--- src/rtl/xc2p16_pkg.sv ---
// ----------------------------------------------------------------------------
// xc2p16_pkg: types and tables for the palette-16 colour mapper
// Request and result words, the sixteen palette entries, the ANSI to
// machine table and small helper functions shared by the mapper.
// ----------------------------------------------------------------------------
`default_nettype none

package xc2p16_pkg;

    localparam int NumEntries = 16;
    localparam int EntryBits  = $clog2(NumEntries);
    localparam int DistBits   = 16;
    localparam int QsqBits    = 14;

    localparam logic [7:0] GreyBase = 8'd232;
    localparam logic [7:0] CubeBase = 8'd16;
    localparam logic [7:0] AnsiTop  = 8'd16;
    localparam logic [7:0] IndexMax = 8'd255;

    typedef struct packed {
        logic        command;
        logic [15:0] colour_index;
        logic [7:0]  red;
        logic [7:0]  green;
        logic [7:0]  blue;
    } request_t;

    typedef struct packed {
        logic [4:0] colour_value;
        logic [3:0] machine_colour;
    } result_t;

    typedef struct packed {
        logic [7:0] r;
        logic [7:0] g;
        logic [7:0] b;
    } rgb_t;

    typedef struct packed {
        logic [DistBits-1:0]  cost;
        logic [EntryBits-1:0] idx;
    } cand_t;

    localparam rgb_t Palette [NumEntries] = '{
        '{8'd0,   8'd0,   8'd0  }, '{8'd255, 8'd255, 8'd255},
        '{8'd136, 8'd0,   8'd0  }, '{8'd170, 8'd255, 8'd238},
        '{8'd204, 8'd68,  8'd204}, '{8'd0,   8'd204, 8'd85 },
        '{8'd0,   8'd0,   8'd170}, '{8'd238, 8'd238, 8'd119},
        '{8'd221, 8'd136, 8'd85 }, '{8'd102, 8'd68,  8'd0  },
        '{8'd255, 8'd119, 8'd119}, '{8'd51,  8'd51,  8'd51 },
        '{8'd119, 8'd119, 8'd119}, '{8'd170, 8'd255, 8'd102},
        '{8'd0,   8'd136, 8'd255}, '{8'd187, 8'd187, 8'd187}
    };

    localparam logic [3:0] AnsiToMachine [16] = '{
        4'd0, 4'd2, 4'd5, 4'd7, 4'd6, 4'd4, 4'd3, 4'd15,
        4'd11, 4'd10, 4'd13, 4'd7, 4'd14, 4'd4, 4'd3, 4'd1
    };

    // 6x6x6 cube channel level: 0, or 55 + 40v
    function automatic logic [7:0] cube_level(input logic [2:0] v);
        logic [7:0] lvl;
        lvl = (v == 3'd0) ? 8'd0 : 8'd55 + 8'(v) * 8'd40;
        return lvl;
    endfunction

    // squared channel difference, quartered
    function automatic logic [QsqBits-1:0] quarter_sq(input logic [7:0] p,
                                                      input logic [7:0] q);
        logic [7:0]  d;
        logic [15:0] sq;
        d  = (p > q) ? (p - q) : (q - p);
        sq = 16'(d) * 16'(d);
        return sq[15:2];
    endfunction

    // lower index wins a tie
    function automatic cand_t pick_min(input cand_t a, input cand_t b);
        cand_t w;
        w = (b.cost < a.cost) ? b : a;
        return w;
    endfunction

endpackage

`default_nettype wire

--- src/rtl/xterm_colour_to_palette16.sv ---
// ----------------------------------------------------------------------------
// xterm_colour_to_palette16: terminal colour to 16-entry machine palette
// Decodes an xterm index or takes an RGB triple, finds the nearest of the
// sixteen palette entries and returns the colour value and machine colour.
//
//   port     dir  width  role
//   start    in   1      request strobe, word taken when busy is low
//   request  in   41     command, colour_index, red, green, blue
//   busy     out  1      always low, a word is taken every cycle
//   done     out  1      result strobe, high for one cycle
//   result   out  9      colour_value, machine_colour
//
// One word per clock, sustained. The stages, in order: input register,
// index decode, distance squarers, 16-to-4 minimum tree, then 4-to-1
// minimum into the result register. Reset clears only the valid bits of
// the pipeline. The receiver cannot stall, so nothing is held.
// ----------------------------------------------------------------------------
`default_nettype none

module xterm_colour_to_palette16
    import xc2p16_pkg::*;
(
    input  wire logic     clk,
    input  wire logic     rst_n,
    input  wire logic     start,
    input  wire request_t request,
    output logic          busy,
    output logic          done,
    output result_t       result
);

    localparam int Groups = NumEntries / 4;

    // stage 0: input word
    logic     v0_reg;
    request_t req_reg;

    // stage 1: decoded colour
    logic       v1_reg;
    logic       pass1_reg;
    logic [3:0] ansi1_reg;
    rgb_t       rgb1_reg;

    // stage 2: distances
    logic                v2_reg;
    logic                pass2_reg;
    logic [3:0]          ansi2_reg;
    logic [DistBits-1:0] dist2_reg [NumEntries];

    // stage 3: best of each group of four
    logic       v3_reg;
    logic       pass3_reg;
    logic [3:0] ansi3_reg;
    cand_t      grp3_reg [Groups];

    // stage 4: result
    logic    done_reg;
    result_t result_reg;

    logic [7:0] n8;
    logic       pass_next;
    logic [4:0] grey_off;
    logic [7:0] grey_lvl;
    logic [7:0] cube_x;
    logic [2:0] rd, gd, bd;
    logic [5:0] rem36;
    rgb_t       rgb_next;

    logic [DistBits-1:0] dist_next [NumEntries];
    cand_t               grp_next [Groups];
    cand_t               best_next;
    result_t             result_next;

    assign busy = 1'b0;

    // index decode
    always_comb
    begin
        n8        = (req_reg.colour_index > 16'(IndexMax)) ?
                    IndexMax : req_reg.colour_index[7:0];
        pass_next = !req_reg.command && (n8 < AnsiTop);
        grey_off  = 5'(n8 - GreyBase);
        grey_lvl  = 8'd8 + 8'(grey_off) * 8'd10;
        cube_x    = n8 - CubeBase;
        rd = 3'd0;
        for (int k = 1; k < 6; k++)
        begin
            if (cube_x >= 8'(36 * k))
                rd = 3'(k);
        end
        rem36 = 6'(cube_x - 8'(rd) * 8'd36);
        gd = 3'd0;
        for (int k = 1; k < 6; k++)
        begin
            if (rem36 >= 6'(6 * k))
                gd = 3'(k);
        end
        bd = 3'(rem36 - 6'(gd) * 6'd6);
        if (req_reg.command)
            rgb_next = '{req_reg.red, req_reg.green, req_reg.blue};
        else if (n8 >= GreyBase)
            rgb_next = '{grey_lvl, grey_lvl, grey_lvl};
        else
            rgb_next = '{cube_level(rd), cube_level(gd), cube_level(bd)};
    end

    // distance to every entry, green counted twice
    always_comb
    begin
        for (int k = 0; k < NumEntries; k++)
        begin
            dist_next[k] = 16'(quarter_sq(rgb1_reg.r, Palette[k].r))
                         + 16'({quarter_sq(rgb1_reg.g, Palette[k].g), 1'b0})
                         + 16'(quarter_sq(rgb1_reg.b, Palette[k].b));
        end
    end

    // first level of the minimum tree
    always_comb
    begin
        for (int g = 0; g < Groups; g++)
        begin
            grp_next[g] = pick_min(
                pick_min('{dist2_reg[4*g],   EntryBits'(4*g)},
                         '{dist2_reg[4*g+1], EntryBits'(4*g+1)}),
                pick_min('{dist2_reg[4*g+2], EntryBits'(4*g+2)},
                         '{dist2_reg[4*g+3], EntryBits'(4*g+3)}));
        end
    end

    // final minimum and result
    always_comb
    begin
        best_next = grp3_reg[0];
        for (int g = 1; g < Groups; g++)
            best_next = pick_min(best_next, grp3_reg[g]);
        if (pass3_reg)
        begin
            result_next.colour_value   = {1'b0, ansi3_reg};
            result_next.machine_colour = AnsiToMachine[ansi3_reg];
        end
        else
        begin
            result_next.colour_value   = {1'b1, best_next.idx};
            result_next.machine_colour = best_next.idx;
        end
    end

    always_ff @(posedge clk or negedge rst_n)
    begin
        if (!rst_n)
        begin
            v0_reg   <= 1'b0;
            v1_reg   <= 1'b0;
            v2_reg   <= 1'b0;
            v3_reg   <= 1'b0;
            done_reg <= 1'b0;
        end
        else
        begin
            v0_reg   <= start && !busy;
            v1_reg   <= v0_reg;
            v2_reg   <= v1_reg;
            v3_reg   <= v2_reg;
            done_reg <= v3_reg;
        end
    end

    // payload advances every cycle, no reset
    always_ff @(posedge clk)
    begin
        req_reg    <= request;
        pass1_reg  <= pass_next;
        ansi1_reg  <= n8[3:0];
        rgb1_reg   <= rgb_next;
        pass2_reg  <= pass1_reg;
        ansi2_reg  <= ansi1_reg;
        dist2_reg  <= dist_next;
        pass3_reg  <= pass2_reg;
        ansi3_reg  <= ansi2_reg;
        grp3_reg   <= grp_next;
        result_reg <= result_next;
    end

    assign done   = done_reg;
    assign result = result_reg;

    a_done_from_start: assert property (@(posedge clk) disable iff (!rst_n)
        done |-> $past(start, 5))
        else $error("done without a word taken five cycles before");

    a_start_to_done: assert property (@(posedge clk) disable iff (!rst_n)
        start && !busy |-> ##5 done)
        else $error("accepted word produced no result");

    a_machine_match: assert property (@(posedge clk) disable iff (!rst_n)
        done && result.colour_value[4] |->
            result.machine_colour == result.colour_value[3:0])
        else $error("palette result with mismatched machine colour");

    a_truecolor_entry: assert property (@(posedge clk) disable iff (!rst_n)
        v1_reg && !pass1_reg |=> !pass2_reg)
        else $error("decoded colour lost its palette path");

endmodule

`default_nettype wire

--- config.mk ---
export PLATFORM = sky130hd
export DESIGN_NAME = xterm_colour_to_palette16
export DESIGN_NICKNAME = d
export VERILOG_FILES = /design/src/rtl/xc2p16_pkg.sv /design/src/rtl/xterm_colour_to_palette16.sv
export SDC_FILE = /design/constraint.sdc
export NUM_CORES = 2
export LEC_CHECK = 0
export BUFFER_PORTS_ARGS = -buffer_cell sky130_fd_sc_hd__buf_2
export CAP_MARGIN = 20
export CORE_UTILIZATION = 60
export CTS_BUF_LIST = sky130_fd_sc_hd__clkbuf_8
export CTS_CLUSTER_DIAMETER = 40
export DETAILED_ROUTE_END_ITERATION = 7
export GPL_TIMING_DRIVEN = 0
export PLACE_DENSITY_LB_ADDON = 0.3
export SLEW_MARGIN = 20
export SYNTH_ARGS = -nofsm -noshare
export SYNTH_HDL_FRONTEND = slang
export SYNTH_SLANG_ARGS = --single-unit
--- constraint.sdc ---
create_clock -name clk -period 9.8 [get_ports clk]
set_input_delay 0.98 -clock clk [delete_from_list [all_inputs] [get_ports clk]]
set_output_delay 0.98 -clock clk [all_outputs]
set_load 0.005 [all_outputs]
==> impl_metrics.csv <==
group,metric,value,unit
finish,nets,12300,
yosys,ys_ff_latch,415,
timing,clock_skew,0.0814,ns
critical_path,start_kind,"flip-flop",
finish,largest_reg_flops,249,
drt,drt_iter0_drc,6078,
clock_tree,clk_pin_slew,0.06,ns
critical_path,max_stage_delay,0.93,ns
yosys,ys_seq_area_share,10.1,%
floorplan,ios,55,
timing,fin_crit,9.53,ns
critical_path,critical_path_required,10.45,ns
placement,place.detailed.instances,11600,
timing,setup_violations,0,
finish,final_cell_area,0.0883,mm^2
finish,post-route-util,65.0,%
timing,hold_violations,0,
yosys,synth_ff_type,"dfxtp_1",
min_path,hold_class,"input port to flip-flop",
min_path,hold_path.startpoint,"request[13]",
floorplan,die_area,0.139,mm^2
placement,port_buffers,53,
global_routing,grt_pass1_wl,394000,um
clock_tree,numClockSinks,415,
drt,dr.pass1.iters,7,
global_routing,antenna_found_initial,23,
yosys,synth_area,0.0823,mm^2
critical_path,cp_common_cell,"inv_1",
drt,drtAntennaViolNets,0,
timing,min_period_over_period,97.2,%
clock_tree,clockRootBuffer,"clkbuf_8",
floorplan,initial_core_util,60.6,%
timing,fmax,105,MHz
global_routing,first_global_vias,67600,
global_routing,grt_usage,38.0,%
critical_path,worst_setup_path_end_kind,"flip-flop",
drt,drt_drc_violations_left,0,
critical_path,critPathMaxFanout,12,
timing,tns,0,ns
drt,routedWlPerCell,22.4,um
finish,syn2layout_area_growth,7.29,%
critical_path,arrival,10.17,ns
yosys,synth.distinct_cells,93,
finish,layout.cells.non_filler,11800,
critical_path,reg2reg_from,"rgb1_reg[4]",
global_routing,grt_max_degree,16,
placement,placed_cell_area,0.0853,mm^2
global_routing,grt_overflow,0,
finish,nFillCells,11700,
clock_tree,clockBufferDepth,3,
placement,routabilityCongestion,1.03,
critical_path,setup.worst_path.start,"rgb1_reg[4]",
drt,via_count,68400,
yosys,ys_async_sr_fraction,1.20,%
yosys,synth.avg_cell_area,8.48,um^2
clock_tree,clock_latency,0.83,ns
outcome,run_status,"finished, final reports clean",
floorplan,die_w,372,um
critical_path,crit_type,"flip-flop to flip-flop",
clock_tree,cts_buffers,87,
clock_tree,cts_tree,"yes",
clock_tree,h-tree-depth,3,
timing,drv_slew,0,
critical_path,cpMaxStageDelayCell,"clkbuf_1",
yosys,synth_edf_count,0,
floorplan,die_h,372,um
drt,vias_per_cell,5.81,
timing,tightest_slew,1.34,ns
floorplan,rows,135,
finish,drive_gt1_share,6.12,%
drt,finalWirelength,264000,um
yosys,yosysWarnings,0,
timing,slew_headroom,9.92,%
placement,hpwlAfterDp,227000,um
flow_run,cap_violations,0,
yosys,syn_inst,9705,
floorplan,core_area,0.136,mm^2
## cell usage in the layout (no fill, tap or decap), drive strengths merged, types with 255 or more instances in the layout
| cell | netlist | final |
|---|---|---|
| a21oi | 468 | 468 |
| clkbuf | 157 | 255 |
| dfxtp | 410 | 410 |
| fa | 930 | 930 |
| ha | 1411 | 1411 |
| inv | 1757 | 1773 |
| nand2 | 502 | 502 |
| nor2 | 1085 | 1085 |
| o21ai | 334 | 334 |
| xnor2 | 595 | 595 |
## area by class of cell
type,count,area (um^2),share of cell area (%)
flip-flops and latches,415,8340,9.45
clock buffers,104,1430,1.62
clock inverters,57,542,0.613
inverters,1765,6650,7.53
repair buffers,76,473,0.536
multi-input cells,7358,67700,76.7
diodes,9,22.5,0.0255
plain buffers,206,907,1.03
well taps,1781,2230,2.52
## per-layer routing
metal / up-vias / GRT usage [%] / routed length, um
li1: 32000 / - / -
met1: 33200 / 48.8 / 107000
met2: 2549 / 57.5 / 112000
met3: 622 / 8.91 / 25200
met4: 18 / 24.3 / 20000
met5: - / 0 / 233
## stage by stage
step	setup slack [ns]	hold slack (ns)
global route	-0.0351	0.292
global placement	-2.27	0.310
CTS	0.00887	0.262
detailed placement	-1.28	0.312
floorplan	1.20	0.310
finish	0.272	0.311
## worst max-delay path: cells and delay by family, from the launching register on
| kind | cells | cell delay [ns] |
|---|---|---|
| flops | 1 | 0.35 |
| fa+ha+maj | 7 | 2.88 |
| xor+xnor | 5 | 1.46 |
| compound gates | 8 | 1.44 |
| simple gates | 5 | 1.06 |
| buf+inv | 7 | 2.17 |
## cells by family after synthesis
family | Yosys count | synth area share, %
AOI/OAI and AO/OA | 1497 | 11.7
xor gates and xnor gates | 826 | 8.81
adders and majority gates | 2342 | 44.1
buffers and inverters | 1973 | 9.05
DFF | 415 | 10.1
muxes | 246 | 3.06
other | 2 | 0.00912
and+or+nand+nor | 2404 | 13.1
## final timing paths
| path | endpoint | slack [ns] | cells past startpoint |
|---|---|---|---|
| max | dist2_reg[190] | 0.27 | 32 |
| min reg2reg | ansi3_reg[3] | 0.32 | 0 |
| min | req_reg[13] | 0.31 | 1 |
| max in group asynchronous | v0_reg | 9.14 | 2 |
| min in group asynchronous | v3_reg | 0.54 | 2 |
| max reg2reg | dist2_reg[190] | 0.27 | 32 |
## synth_stat cells, drive strengths merged, types with 14 or more instances
master,n,area (um^2)
a41o,34,340
or3,29,189
clkbuf,157,589
inv,1757,6600
mux2,43,484
o31ai,31,233
or2,99,619
o41a,27,304
and2,34,213
a211o,16,140
a2111oi,17,180
o21a,47,353
nor2b,116,726
a21boi,33,248
o41ai,36,315
fa,930,18600
mux2i,203,2030
o2111ai,37,324
xnor2,595,5230
nor3,159,801
and3,36,225
buf,51,226
nand3,130,651
a21o,190,1430
nand2,502,1890
xor2,231,2020
ha,1411,17700
nor2,1085,4080
a31oi,69,447
a31o,14,123
o21ai,334,1680
nand2b,134,838
a21oi,468,2350
o21bai,27,203
a211oi,30,225
nand4,32,200
dfxtp,410,8210
## repair_timing
| item | CTS | global route |
|---|---|---|
| setup endpoints to repair | 81 | 54 |
| pin swaps | 1 | 6 |
| hold endpoints to repair | 5 | 0 |
| hold buffers | 1 | 0 |
| gates resized for setup | 78 | 116 |
| buffers inserted | 3 | 9 |
Power is left out: the tool's default activity adds up to more than one toggle a clock period on the data nets, which glitch-free logic cannot reach.
